### config.mk
export PLATFORM = sky130hd
export DESIGN_NAME = disk_head_scheduler
export DESIGN_NICKNAME = d
export VERILOG_FILES = /design/src/hdl/dhs_pkg.sv /design/src/hdl/dhs_mem.sv /design/src/hdl/dhs_cfg.sv /design/src/hdl/dhs_ctrl.sv /design/src/hdl/disk_head_scheduler.sv
export SDC_FILE = /design/constraint.sdc
export NUM_CORES = 1
export LEC_CHECK = 0
export ABC_AREA = 0
export BUFFER_PORTS_ARGS = -buffer_cell sky130_fd_sc_hd__buf_2
export CORE_UTILIZATION = 30
export CTS_CLUSTER_SIZE = 30
export DETAILED_ROUTE_END_ITERATION = 10
export HOLD_SLACK_MARGIN = 0.02
export PLACE_DENSITY = 0.55
export SYNTH_ARGS = -nofsm -noshare
export SYNTH_HDL_FRONTEND = slang
export SYNTH_HIERARCHICAL = 1
export SYNTH_SLANG_ARGS = --single-unit
### constraint.sdc
create_clock -name clk_i -period 8.55 [get_ports clk_i]
set_input_delay 1.2825 -clock clk_i [delete_from_list [all_inputs] [get_ports clk_i]]
set_output_delay 1.2825 -clock clk_i [all_outputs]
set_load 0.005 [all_outputs]
### src/hdl/dhs_pkg.sv
// types and constants shared by the disk head scheduler
`default_nettype none
package dhs_pkg;

  typedef enum logic [1:0] {
    POL_FCFS  = 2'd0,
    POL_SCAN  = 2'd1,
    POL_LOOK  = 2'd2,
    POL_CSCAN = 2'd3
  } policy_e;

  typedef enum logic [1:0] {
    REG_POLICY = 2'd0,
    REG_START  = 2'd1,
    REG_PREV   = 2'd2,
    REG_TOP    = 2'd3
  } reg_idx_e;

  typedef enum logic [3:0] {
    S_IDLE,
    S_IRD,
    S_ICMP,
    S_IZERO,
    S_SRD,
    S_SCMP,
    S_STEP,
    S_FETCH,
    S_END2
  } state_e;

  localparam int CylW = 16;
  localparam int SumW = 21;
  localparam logic [CylW-1:0] TopReset = 16'd4999;

  typedef struct packed {
    logic [CylW-1:0] cylinder;
    logic            batch_end;
  } in_item_t;

  typedef struct packed {
    logic [CylW-1:0] destination;
    logic            end_visit;
    logic [SumW-1:0] movement_total;
    logic            last_move;
  } out_item_t;

  typedef struct packed {
    policy_e         policy;
    logic [CylW-1:0] start_position;
    logic [CylW-1:0] previous_position;
    logic [CylW-1:0] top_cylinder;
  } cfg_t;

endpackage
`default_nettype wire

### src/hdl/dhs_mem.sv
// single-port-write, registered-read memory for request storage
`default_nettype none
module dhs_mem #(
  parameter int Width = 16,
  parameter int Depth = 16,
  parameter int AddrW = 4
) (
  input  wire logic             clk_i,
  input  wire logic             we_i,
  input  wire logic [AddrW-1:0] waddr_i,
  input  wire logic [Width-1:0] wdata_i,
  input  wire logic [AddrW-1:0] raddr_i,
  output logic      [Width-1:0] rdata_o
);

  logic [Width-1:0] mem [Depth];

  always_ff @(posedge clk_i) begin
    if (we_i) begin
      mem[waddr_i] <= wdata_i;
    end
    rdata_o <= mem[raddr_i];
  end

endmodule
`default_nettype wire

### src/hdl/dhs_cfg.sv
// apb configuration registers
`default_nettype none
module dhs_cfg (
  input  wire logic        clk_i,
  input  wire logic        rst_ni,
  input  wire logic        psel,
  input  wire logic        penable,
  input  wire logic        pwrite,
  input  wire logic [3:0]  paddr,
  input  wire logic [31:0] pwdata,
  output logic      [31:0] prdata,
  output logic             pready,
  output dhs_pkg::cfg_t    cfg_o
);
  import dhs_pkg::*;

  cfg_t     cfg_q;
  reg_idx_e idx;

  assign idx    = reg_idx_e'(paddr[3:2]);
  assign pready = 1'b1;
  assign cfg_o  = cfg_q;

  always_ff @(posedge clk_i or negedge rst_ni) begin
    if (!rst_ni) begin
      cfg_q.policy            <= POL_FCFS;
      cfg_q.start_position    <= '0;
      cfg_q.previous_position <= '0;
      cfg_q.top_cylinder      <= TopReset;
    end else if (psel && penable && pwrite) begin
      unique case (idx)
        REG_POLICY: cfg_q.policy            <= policy_e'(pwdata[1:0]);
        REG_START:  cfg_q.start_position    <= pwdata[CylW-1:0];
        REG_PREV:   cfg_q.previous_position <= pwdata[CylW-1:0];
        REG_TOP:    cfg_q.top_cylinder      <= pwdata[CylW-1:0];
        default: ;
      endcase
    end
  end

  always_comb begin
    unique case (idx)
      REG_POLICY: prdata = {30'd0, cfg_q.policy};
      REG_START:  prdata = {16'd0, cfg_q.start_position};
      REG_PREV:   prdata = {16'd0, cfg_q.previous_position};
      REG_TOP:    prdata = {16'd0, cfg_q.top_cylinder};
      default:    prdata = '0;
    endcase
  end

endmodule
`default_nettype wire

### src/hdl/dhs_ctrl.sv
// sequencer: loading with sorted insertion, start search and move generation
`default_nettype none
module dhs_ctrl #(
  parameter int Depth = 16,
  parameter int AddrW = 4
) (
  input  wire logic                      clk_i,
  input  wire logic                      rst_ni,
  input  wire dhs_pkg::cfg_t             cfg_i,
  input  wire logic                      in_valid_i,
  input  wire dhs_pkg::in_item_t         in_item_i,
  output logic                           in_stall_o,
  output logic                           out_valid_o,
  output dhs_pkg::out_item_t             out_item_o,
  input  wire logic                      out_stall_i,
  output logic                           req_we_o,
  output logic      [AddrW-1:0]          req_waddr_o,
  output logic      [dhs_pkg::CylW-1:0]  req_wdata_o,
  output logic      [AddrW-1:0]          req_raddr_o,
  input  wire logic [dhs_pkg::CylW-1:0]  req_rdata_i,
  output logic                           srt_we_o,
  output logic      [AddrW-1:0]          srt_waddr_o,
  output logic      [dhs_pkg::CylW-1:0]  srt_wdata_o,
  output logic      [AddrW-1:0]          srt_raddr_o,
  input  wire logic [dhs_pkg::CylW-1:0]  srt_rdata_i
);
  import dhs_pkg::*;

  localparam int CntW = $clog2(Depth + 1);
  localparam int NxtW = CntW + 1;

  state_e                 state_q, state_d;
  logic [CntW-1:0]        count_q, count_d;
  logic [CntW-1:0]        pos_q, pos_d;
  logic [CntW-1:0]        idx_q, idx_d;
  logic [CntW-1:0]        up_q, up_d;
  logic [CntW-1:0]        done_q, done_d;
  logic signed [NxtW-1:0] next_q, next_d;
  logic                   upward_q, upward_d;
  logic                   batch_q, batch_d;
  logic [CylW-1:0]        cyl_q, cyl_d;
  logic [CylW-1:0]        head_q, head_d;
  logic [CylW-1:0]        end2_q, end2_d;
  logic [SumW-1:0]        sum_q, sum_d;
  logic                   out_valid_q, out_valid_d;
  out_item_t              out_q, out_d;

  logic                   slot, fin, init, emit, em_end, em_last;
  logic [CylW-1:0]        em_dest, clamp, span, fetch_data;
  logic [CntW-1:0]        init_up;
  logic signed [NxtW-1:0] n_s;

  assign slot  = !out_valid_q || !out_stall_i;
  assign clamp = (in_item_i.cylinder > cfg_i.top_cylinder) ? cfg_i.top_cylinder
                                                           : in_item_i.cylinder;
  assign n_s   = $signed({1'b0, count_q});
  assign fetch_data = (cfg_i.policy == POL_FCFS) ? req_rdata_i : srt_rdata_i;
  assign span  = (head_q > em_dest) ? head_q - em_dest : em_dest - head_q;

  assign out_valid_o = out_valid_q;
  assign out_item_o  = out_q;

  always_ff @(posedge clk_i or negedge rst_ni) begin
    if (!rst_ni) begin
      state_q     <= S_IDLE;
      count_q     <= '0;
      out_valid_q <= 1'b0;
      upward_q    <= 1'b1;
      head_q      <= '0;
      sum_q       <= '0;
    end else begin
      state_q     <= state_d;
      count_q     <= count_d;
      out_valid_q <= out_valid_d;
      upward_q    <= upward_d;
      head_q      <= head_d;
      sum_q       <= sum_d;
    end
  end

  always_ff @(posedge clk_i) begin
    pos_q   <= pos_d;
    idx_q   <= idx_d;
    up_q    <= up_d;
    done_q  <= done_d;
    next_q  <= next_d;
    batch_q <= batch_d;
    cyl_q   <= cyl_d;
    end2_q  <= end2_d;
    out_q   <= out_d;
  end

  always_comb begin
    state_d     = state_q;
    count_d     = count_q;
    pos_d       = pos_q;
    idx_d       = idx_q;
    up_d        = up_q;
    done_d      = done_q;
    next_d      = next_q;
    upward_d    = upward_q;
    batch_d     = batch_q;
    cyl_d       = cyl_q;
    head_d      = head_q;
    end2_d      = end2_q;
    sum_d       = sum_q;
    out_valid_d = out_valid_q;
    out_d       = out_q;
    in_stall_o  = 1'b1;
    req_we_o    = 1'b0;
    req_waddr_o = count_q[AddrW-1:0];
    req_wdata_o = clamp;
    req_raddr_o = done_q[AddrW-1:0];
    srt_we_o    = 1'b0;
    srt_waddr_o = pos_q[AddrW-1:0];
    srt_wdata_o = cyl_q;
    srt_raddr_o = idx_q[AddrW-1:0];
    fin         = 1'b0;
    init        = 1'b0;
    init_up     = idx_q;
    emit        = 1'b0;
    em_dest     = '0;
    em_end      = 1'b0;
    em_last     = 1'b0;

    unique case (state_q)
      S_IDLE: begin
        in_stall_o = 1'b0;
        if (in_valid_i) begin
          batch_d = in_item_i.batch_end;
          cyl_d   = clamp;
          pos_d   = count_q;
          idx_d   = '0;
          if (count_q < CntW'(Depth)) begin
            req_we_o = 1'b1;
            if (count_q == '0) begin
              srt_we_o    = 1'b1;
              srt_waddr_o = '0;
              srt_wdata_o = clamp;
              count_d     = CntW'(1);
              state_d     = in_item_i.batch_end ? S_SRD : S_IDLE;
            end else begin
              state_d = S_IRD;
            end
          end else if (in_item_i.batch_end) begin
            state_d = S_SRD;
          end
        end
      end
      S_IRD: begin
        srt_raddr_o = AddrW'(pos_q - CntW'(1));
        state_d     = S_ICMP;
      end
      S_ICMP: begin
        srt_raddr_o = AddrW'(pos_q - CntW'(1));
        srt_we_o    = 1'b1;
        if (srt_rdata_i > cyl_q) begin
          srt_wdata_o = srt_rdata_i;
          pos_d       = pos_q - CntW'(1);
          state_d     = (pos_q == CntW'(1)) ? S_IZERO : S_IRD;
        end else begin
          fin = 1'b1;
        end
      end
      S_IZERO: begin
        srt_we_o = 1'b1;
        fin      = 1'b1;
      end
      S_SRD: begin
        if (idx_q == count_q) begin
          init = 1'b1;
        end else begin
          state_d = S_SCMP;
        end
      end
      S_SCMP: begin
        if (cfg_i.start_position <= srt_rdata_i) begin
          init = 1'b1;
        end else begin
          idx_d   = idx_q + CntW'(1);
          state_d = S_SRD;
        end
      end
      S_STEP: begin
        srt_raddr_o = next_q[AddrW-1:0];
        if (cfg_i.policy == POL_FCFS) begin
          state_d = S_FETCH;
        end else if (upward_q) begin
          if (next_q < n_s) begin
            state_d = S_FETCH;
          end else if (slot) begin
            if (cfg_i.policy == POL_CSCAN) begin
              emit    = 1'b1;
              em_dest = cfg_i.top_cylinder;
              em_end  = 1'b1;
              end2_d  = '0;
              next_d  = '0;
              state_d = S_END2;
            end else begin
              emit     = (cfg_i.policy == POL_SCAN);
              em_dest  = cfg_i.top_cylinder;
              em_end   = 1'b1;
              upward_d = 1'b0;
              next_d   = $signed({1'b0, up_q}) - NxtW'(1);
            end
          end
        end else begin
          if (!next_q[NxtW-1]) begin
            state_d = S_FETCH;
          end else if (slot) begin
            if (cfg_i.policy == POL_CSCAN) begin
              emit    = 1'b1;
              em_dest = '0;
              em_end  = 1'b1;
              end2_d  = cfg_i.top_cylinder;
              next_d  = n_s - NxtW'(1);
              state_d = S_END2;
            end else begin
              emit     = (cfg_i.policy == POL_SCAN);
              em_dest  = '0;
              em_end   = 1'b1;
              upward_d = 1'b1;
              next_d   = $signed({1'b0, up_q});
            end
          end
        end
      end
      S_FETCH: begin
        srt_raddr_o = next_q[AddrW-1:0];
        if (slot) begin
          emit    = 1'b1;
          em_dest = fetch_data;
          em_last = (done_q + CntW'(1)) == count_q;
          done_d  = done_q + CntW'(1);
          next_d  = upward_q ? next_q + NxtW'(1) : next_q - NxtW'(1);
          if (em_last) begin
            count_d = '0;
            state_d = S_IDLE;
          end else begin
            state_d = S_STEP;
          end
        end
      end
      S_END2: begin
        if (slot) begin
          emit    = 1'b1;
          em_dest = end2_q;
          em_end  = 1'b1;
          state_d = S_STEP;
        end
      end
      default: state_d = S_IDLE;
    endcase

    if (fin) begin
      count_d = count_q + CntW'(1);
      idx_d   = '0;
      state_d = batch_q ? S_SRD : S_IDLE;
    end

    if (init) begin
      init_up  = idx_q;
      up_d     = init_up;
      upward_d = cfg_i.previous_position <= cfg_i.start_position;
      next_d   = upward_d ? $signed({1'b0, init_up})
                          : $signed({1'b0, init_up}) - NxtW'(1);
      done_d   = '0;
      head_d   = cfg_i.start_position;
      sum_d    = '0;
      state_d  = S_STEP;
    end

    if (emit) begin
      sum_d                = sum_q + SumW'(span);
      head_d               = em_dest;
      out_d.destination    = em_dest;
      out_d.end_visit      = em_end;
      out_d.movement_total = sum_d;
      out_d.last_move      = em_last;
      out_valid_d          = 1'b1;
    end else if (!out_stall_i) begin
      out_valid_d = 1'b0;
    end
  end

endmodule
`default_nettype wire

### src/hdl/disk_head_scheduler.sv
// top level of the disk head scheduler
//
//   channel  dir  handshake            payload
//   in       in   in_valid_i/in_stall_o    in_item_i (cylinder, batch_end)
//   out      out  out_valid_o/out_stall_i  out_item_o (destination, end_visit,
//                                          movement_total, last_move)
//   cfg      in   apb psel/penable/pwrite  paddr, pwdata, prdata
//
// a request item goes straight into an empty store and a full store drops it;
// else it shifts each larger sorted entry up (S_IRD, S_ICMP) and is written in
// its place, via S_IZERO when it passes all of them; a batch end adds a start
// search (S_SRD, S_SCMP) before the first move; each request move reads memory
// (S_STEP, S_FETCH); a sweep end visit needs no read; a look turn emits nothing
// reset clears the control state; stored requests are not cleared
// out_stall_i holds the result register; a new batch loads while a result waits
`default_nettype none
module disk_head_scheduler #(
  parameter int RequestDepth = 16
) (
  input  wire logic               clk_i,
  input  wire logic               rst_ni,
  input  wire logic               in_valid_i,
  input  wire dhs_pkg::in_item_t  in_item_i,
  output logic                    in_stall_o,
  output logic                    out_valid_o,
  output dhs_pkg::out_item_t      out_item_o,
  input  wire logic               out_stall_i,
  input  wire logic               psel,
  input  wire logic               penable,
  input  wire logic               pwrite,
  input  wire logic [3:0]         paddr,
  input  wire logic [31:0]        pwdata,
  output logic      [31:0]        prdata,
  output logic                    pready
);
  import dhs_pkg::*;

  localparam int AddrW = (RequestDepth > 1) ? $clog2(RequestDepth) : 1;

  cfg_t            cfg;
  logic            req_we, srt_we;
  logic [AddrW-1:0] req_waddr, req_raddr, srt_waddr, srt_raddr;
  logic [CylW-1:0] req_wdata, req_rdata, srt_wdata, srt_rdata;

  dhs_cfg u_cfg (
    .clk_i, .rst_ni, .psel, .penable, .pwrite, .paddr, .pwdata,
    .prdata, .pready, .cfg_o(cfg)
  );

  dhs_mem #(.Width(CylW), .Depth(RequestDepth), .AddrW(AddrW)) u_req_mem (
    .clk_i, .we_i(req_we), .waddr_i(req_waddr), .wdata_i(req_wdata),
    .raddr_i(req_raddr), .rdata_o(req_rdata)
  );

  dhs_mem #(.Width(CylW), .Depth(RequestDepth), .AddrW(AddrW)) u_srt_mem (
    .clk_i, .we_i(srt_we), .waddr_i(srt_waddr), .wdata_i(srt_wdata),
    .raddr_i(srt_raddr), .rdata_o(srt_rdata)
  );

  dhs_ctrl #(.Depth(RequestDepth), .AddrW(AddrW)) u_ctrl (
    .clk_i, .rst_ni, .cfg_i(cfg),
    .in_valid_i, .in_item_i, .in_stall_o,
    .out_valid_o, .out_item_o, .out_stall_i,
    .req_we_o(req_we), .req_waddr_o(req_waddr), .req_wdata_o(req_wdata),
    .req_raddr_o(req_raddr), .req_rdata_i(req_rdata),
    .srt_we_o(srt_we), .srt_waddr_o(srt_waddr), .srt_wdata_o(srt_wdata),
    .srt_raddr_o(srt_raddr), .srt_rdata_i(srt_rdata)
  );

endmodule
`default_nettype wire

==> flow_summary.yaml, run 1 <==
outcome:
  status: "finished, final reports clean"
min_path:
  hold_depth: 2
  holdCritPathClass: "flop to flop"
  worstHoldStart: "u_ctrl/done_q[1]"
  hold_end: "u_ctrl/done_q[1]"
logic_synthesis:
  synth_fa_ha_area_share_pct: 4.893
  seq_area_frac_synth_pct: 62.03
  synth_top_family_by_area: "multiplexers"
  synthCells: 2395
  avgSynthCellArea_um2: 14.35
  synth_edf_count: 600
  ys_types: 85
  ys_ff_latch: 740
  muxShareOfSynthArea_pct: 11.71
  yosys.area_share.xor_xnor_pct: 1.631
  yosys_warnings: 6
  yosys.area_share.simple_pct: 7.091
  syn_area_um2: 34370
  synth-compound-area-share_pct: 8.864
  async_flop_share_pct: 13.24
  synth_top_flop_cell: "edfxtp_1"
cts:
  cts_tree: "built"
  postCtsHoldBufs: 0
  clock_latency_ns: 0.64
  path_clk_slew_ns: 0.06
  cts-htree-levels: 3
  numCtsBuffers: 79
  cts_buffer_depth: 3
  root_buffer: "clkbuf_16"
  clock_sinks: 740
  ctsResizeCount: 0
  post_cts_buffers: 0
setup_path:
  cp.arrival_ns: 8.12
  path_max_fanout: 16
  reg2reg_depth: 24
  slowest_delay_ns: 0.85
  critPathRequiredTime_ns: 9.08
  endpoint_kind: "flop"
  worstPathCellList: "ha_1 -> a21o_1 -> a211o_1 -> a21oi_1 -> nor4_2 -> buf_4 -> a221oi_1 -> inv_1 -> ha_1 -> nand4_1 -> nor2_1 -> o21ai_0 -> a21oi_1 -> mux2_2 -> a31oi_1 -> xnor2_1 -> ha_1 -> and3_1 -> and3_1 -> a221o_1 -> o32ai_2 -> buf_4 -> nor4_1 -> a221o_1"
  r2r-end: "u_ctrl/sum_q[20]"
  critPathMostFrequentCell: "ha_1"
  r2r_slack_ns: 0.95
  crit_type: "flop to flop"
  critPathLaunchType: "flop"
  r2r-start: "u_ctrl/next_q[1]"
  crit_slowest_cell: "a21oi_1"
sta:
  fmax_mhz: 131.6
  tns_ns: 0
  drv_slew: 0
  finalCritPeriodShare_pct: 88.87
  finalSetupViolCount: 0
  setup_slack_ns: 0.9520
  holdWs_ns: 0.5005
  fin_crit_ns: 7.598
  rsz0062_at_grt: "no"
  slew_headroom_pct: 12.14
  final_hold_viol_count: 0
  finClkSkew_ns: 0.03319
  worstMarginPinSlew_ns: 1.306
global_route:
  grt_max_degree: 69
  antenna_found_initial: 8
  grt_pass1_vias: 20443
  grt_usage_pct: 15.64
  grt_pass1_wl_mm: 135.4
  grt-ovfl-total: 0
floorplan:
  die_w_um: 340.5
  rows: 123
  ioPinCount: 134
  chipHeight_um: 340.5
  dieArea_um2: 115900
  initial_utilization_pct: 30.39
  core-area_um2: 113100
placement:
  place_area_um2: 36830
  post-dp-hpwl_mm: 60.24
  gp_congestion: 0.8790
  pre_cts_slack_ns: 0.6549
  portBuffers: 98
drt:
  drt_iter0_drc: 1945
  drt-total-wl_mm: 91.26
  drc_errors: 0
  via_per_inst: 5.085
  first_pass_iters: 6
  num_vias: 20878
  wire_per_inst_um: 22.22
  ant_nets: 0
power:
  power_mw: 14.68
  peakVddDrop_mv: 0.1934
  power_density_nw_per_um2: 371.9
  cellLeakagePower_nw: 14.40
final_layout:
  design_area_um2: 39480
  area_growth_pct: 14.87
  drive_gt1_share_pct: 21.07
  nets: 2730
flow_run:
  maxCapViolations: 0
per-stage QoR:
step                      utilization (%)  instances
after floorplan                         -       2410
after global placement              32.56       3957
after detailed placement            32.56       3957
after CTS                           34.90       4105
after global routing                34.90       4106
final                               34.90       4106
how the worst max path moves through the flow:
| stage | start | end | slack (ns) | cells past startpoint |
|---|---|---|---|---|
| floorplan | out_stall_i | u_ctrl/out_item_o[19] | 1.97 | 23 |
| global placement | out_stall_i | u_ctrl/sum_q[18] | 0.78 | 21 |
| detailed placement | out_stall_i | u_ctrl/sum_q[20] | 0.65 | 21 |
| CTS | u_ctrl/next_q[1] | u_ctrl/sum_q[20] | 1.03 | 24 |
| global route | u_ctrl/next_q[1] | u_ctrl/sum_q[20] | 0.42 | 26 |
| finish | u_ctrl/next_q[1] | u_ctrl/sum_q[20] | 0.95 | 24 |
sequential cells by signal (all words and copies together) (netlist names), 6 cells and up:
signal,flops
u_cfg/cfg_o,50
u_ctrl/cyl_q,16
u_ctrl/end2_q,16
u_ctrl/head_q,16
u_ctrl/next_q,6
u_ctrl/out_item_o,39
u_ctrl/sum_q,21
u_req_mem/mem,256
u_req_mem/rdata_o,16
u_srt_mem/mem,256
u_srt_mem/rdata_o,16
Yosys cell counts, drive strengths merged (16+ instances only):
master    n  share of area (%)
a21oi   107                1.6
nand2   220                2.4
a21o     34               0.74
a221o    18               0.52
ha      128                4.7
clkbuf   55               0.60
o221ai   31               0.79
xor2     29               0.74
nand2b   16               0.29
edfxtp  600                 52
buf      81                1.6
dfrtp    90                6.6
nor3     26               0.38
mux2     67                2.3
o21ai    56               0.82
inv     142                1.6
mux4    130                8.7
a22oi    68                1.5
dfxtp    42                2.4
nor2    119                1.3
a221oi   20               0.51
xnor2    35               0.89
mux2i    23               0.67
nand3    24               0.39
nand4    26               0.47
worst max-delay path: cells and delay by family, from the launching register on:
family                     cells  cell delay (ns)
and+or+nand+nor                6             1.04
DFF                            1             0.48
xor gates and xnor gates       1             0.17
muxes                          1             0.42
adders and majority gates      3             1.16
AOI/OAI and AO/OA             10             3.58
buffers and inverters          3             0.65
layer usage:
metal / share of wire [%] / routed length [um] / up-vias / GRT usage, %
met1: 44 / 40290 / 10554 / 21.13
met3: 6.5 / 5909 / 142 / 3.362
met5: 0.11 / 100 / - / 0
li1: - / - / 9479 / -
met2: 46 / 42140 / 689 / 24.82
met4: 3.1 / 2817 / 14 / 5.381
placed cells by master, fill, tap and decap left out, types with 12 or more instances in the layout:
cell	instances
clkinv_2	12
nand2_1	220
clkinv_1	13
a221oi_1	20
inv_1	141
buf_4	86
nor3_1	18
dfrtp_1	90
dfxtp_1	40
nand2b_1	16
mux4_2	110
nor2b_1	13
clkbuf_1	15
a21oi_1	106
a22o_1	15
nor2_1	94
a22oi_1	68
nor2_2	25
edfxtp_1	600
o211ai_1	15
xor2_1	29
mux2i_1	23
a221o_1	16
clkbuf_16	82
buf_2	97
nand3_1	23
ha_1	128
mux4_1	20
a21o_1	34
nand4_1	26
and2_1	13
xnor2_1	35
o221ai_1	31
mux2_2	56
conb_1	17
o21ai_0	52
cell families (layout without fill, tap and decap cells):
kind of cell / count (synthesis) / after routing
adders and majority gates: 132 / 132
and+or+nand+nor: 519 / 519
muxes: 220 / 220
AOI/OAI and AO/OA: 438 / 438
xor gates and xnor gates: 64 / 64
DFF: 740 / 740
other: 2 / 18
buffers and inverters: 280 / 475
area by class of cell:
cell class                 count  area, um2
fill                       10846      73630
sequential                   740      21330
timing repair buffer         183       1131
multi-input combinational   1390      11960
tap                         1500       1877
clock inverter                41      396.6
clock buffer                 107       2246
inverter                     144      540.5
antenna                        1      2.502
report_power, final:
| part | total, mW | internal, mW | switching, mW |
|---|---|---|---|
| Clock | 3.46 | 2.01 | 1.45 |
| Combinational | 6.00 | 2.42 | 3.58 |
| Sequential | 5.22 | 4.80 | 0.426 |
Power figures use the tool's default switching activity.
==> run 2, diff against run 1 <==
--- a/config.mk
+++ b/config.mk
@@ -8,10 +8,9 @@
 export ABC_AREA = 0
 export BUFFER_PORTS_ARGS = -buffer_cell sky130_fd_sc_hd__buf_2
 export CORE_UTILIZATION = 30
-export CTS_CLUSTER_SIZE = 30
+export CTS_CLUSTER_SIZE = 24
 export DETAILED_ROUTE_END_ITERATION = 10
 export HOLD_SLACK_MARGIN = 0.02
-export PLACE_DENSITY = 0.55
 export SYNTH_ARGS = -nofsm -noshare
 export SYNTH_HDL_FRONTEND = slang
 export SYNTH_HIERARCHICAL = 1
==> run 2 against run 1 <==
  * Clock power about the same
  * Via count up 0.44%
  * Cell area down 0.26%
  * Critical path depth down 1
  * Sequential share of layout area up 0.14 points
  * Critical path type unchanged
  * Highest routed layer unchanged
==> flow_summary.yaml, run 2 (synthesis results as in run 1) <==
outcome:
  status: "finished, final reports clean"
sta:
  finalSetupViolCount: 0
  fin_crit_ns: 7.654
  finClkSkew_ns: 0.03600
  slew_headroom_pct: 12.36
  holdWs_ns: 0.5348
  worstMarginPinSlew_ns: 1.315
  setup_slack_ns: 0.8962
  drv_slew: 0
  final_hold_viol_count: 0
  rsz0062_at_grt: "no"
  finalCritPeriodShare_pct: 89.52
  fmax_mhz: 130.7
  tns_ns: 0
placement:
  placed_cells: 3946
  gp_congestion: 0.8954
  post-dp-hpwl_mm: 59.43
  pre_cts_slack_ns: 1.001
  portBuffers: 98
power:
  power_density_nw_per_um2: 371.2
  power_mw: 14.62
  peakVddDrop_mv: 0.1952
  cellLeakagePower_nw: 14.35
cts:
  ctsResizeCount: 0
  clock_latency_ns: 0.65
  path_clk_slew_ns: 0.06
  cts-htree-levels: 3
  postCtsHoldBufs: 0
  root_buffer: "clkbuf_16"
  post_cts_buffers: 0
  cts_buffer_depth: 3
  clock_sinks: 740
  numCtsBuffers: 79
  cts_tree: "built"
floorplan:
  rows: 123
  core-area_um2: 113100
  dieArea_um2: 115900
  chipHeight_um: 340.5
  initial_utilization_pct: 30.39
  die_w_um: 340.5
  ioPinCount: 134
global_route:
  grt_pass1_wl_mm: 132.7
  grt_pass1_vias: 20403
  grt_usage_pct: 15.22
  antenna_found_initial: 5
  grt-ovfl-total: 0
  grt_max_degree: 68
drt:
  drc_errors: 0
  ant_nets: 0
  num_vias: 20970
  first_pass_iters: 5
  wire_per_inst_um: 21.98
  drt-total-wl_mm: 90.06
  via_per_inst: 5.118
  drt_iter0_drc: 1989
final_layout:
  drive_gt1_share_pct: 20.69
  area_growth_pct: 14.57
  nets: 2720
  final_common_cell: "edfxtp_1"
  stdcell_count: 4097
  nFillCells: 10810
  final_cell_mix: "edfxtp_1 (600), nand2_1 (220), inv_1 (141), ha_1 (128), mux4_2 (110)"
setup_path:
  cp.arrival_ns: 8.04
  r2r_slack_ns: 0.90
  critPathLaunchType: "flop"
  r2r-end: "u_ctrl/out_item_o[19]"
  endpoint_kind: "flop"
  r2r-start: "u_ctrl/count_q[3]"
  critPathRequiredTime_ns: 8.94
  reg2reg_depth: 23
  crit_type: "flop to flop"
  path_max_fanout: 16
flow_run:
  maxCapViolations: 0
min_path:
  hold_end: "u_ctrl/sum_q[5]"
  hold_depth: 2
  holdCritPathClass: "flop to flop"
  worstHoldStart: "u_ctrl/sum_q[5]"
run 2: power breakdown:
group          total (mW)  switching [mW]  leakage [nW]  internal, mW
Sequential           5.27           0.473          7.03          4.80
Clock                3.45            1.45          1.30          2.00
Combinational        5.90            3.50          6.03          2.39
Total                14.6            5.43          14.4          9.19
run 2: worst max-delay path: stages, from the launching register on:
cell and delay (ns):
dfrtp_1 0.71, inv_1 0.18, ha_1 0.27, a211o_1 0.28, a21oi_1 0.32, nor4_2 0.09, buf_4 0.22, a221oi_1 0.57
inv_1 0.17, ha_1 0.44, a21oi_1 0.21, o21bai_1 0.10, a221oi_1 0.55, a21o_1 0.50, mux2_2 0.42, o221ai_1 0.22
xor2_1 0.19, ha_1 0.32, and3_1 0.21, and3_1 0.19, a221o_1 0.31, o32ai_2 0.60, or2_2 0.24, xnor2_1 0.06
run 2: worst max path at each step:
stage,startpoint,end,slack [ns],cells past startpoint
3_3_place_gp,out_stall_i,u_ctrl/out_item_o[19],0.94,22
6_report,u_ctrl/count_q[3],u_ctrl/out_item_o[19],0.90,23
2_1_floorplan,out_stall_i,u_ctrl/out_item_o[19],1.97,23
3_5_place_dp,out_stall_i,u_ctrl/out_item_o[19],1.00,22
4_1_cts,u_ctrl/count_q[3],u_ctrl/out_item_o[21],0.99,23
5_1_grt,u_ctrl/count_q[3],u_ctrl/out_item_o[21],0.47,23
run 2: area by class of cell:
cell class                      count  area [um2]  share of cell area (%)
Antenna cell                        2       5.005                 0.01271
Inverter                          144       540.5                   1.373
Tap cell                         1500        1877                   4.766
Timing Repair Buffer              173        1056                   2.682
Sequential cell                   740       21330                   54.15
Clock buffer                      105        2221                   5.640
Multi-Input combinational cell   1390       11960                   30.36
Clock inverter                     43       399.1                   1.014
run 2: metrics by stage:
stage                     utilization (%)  instance area, um2
after floorplan                         -               34430
after global placement              32.49               36750
after detailed placement            32.49               36750
after CTS                           34.80               39370
after global routing                34.81               39370
final                               34.81               39380
run 2: routing by layer:
metal,vias up,GRT usage (%),wire length (um)
met4,8,5.587,2819
met1,10624,20.16,38410
met5,-,0,56
met3,147,2.256,5429
met2,719,25.22,43350
li1,9472,-,-
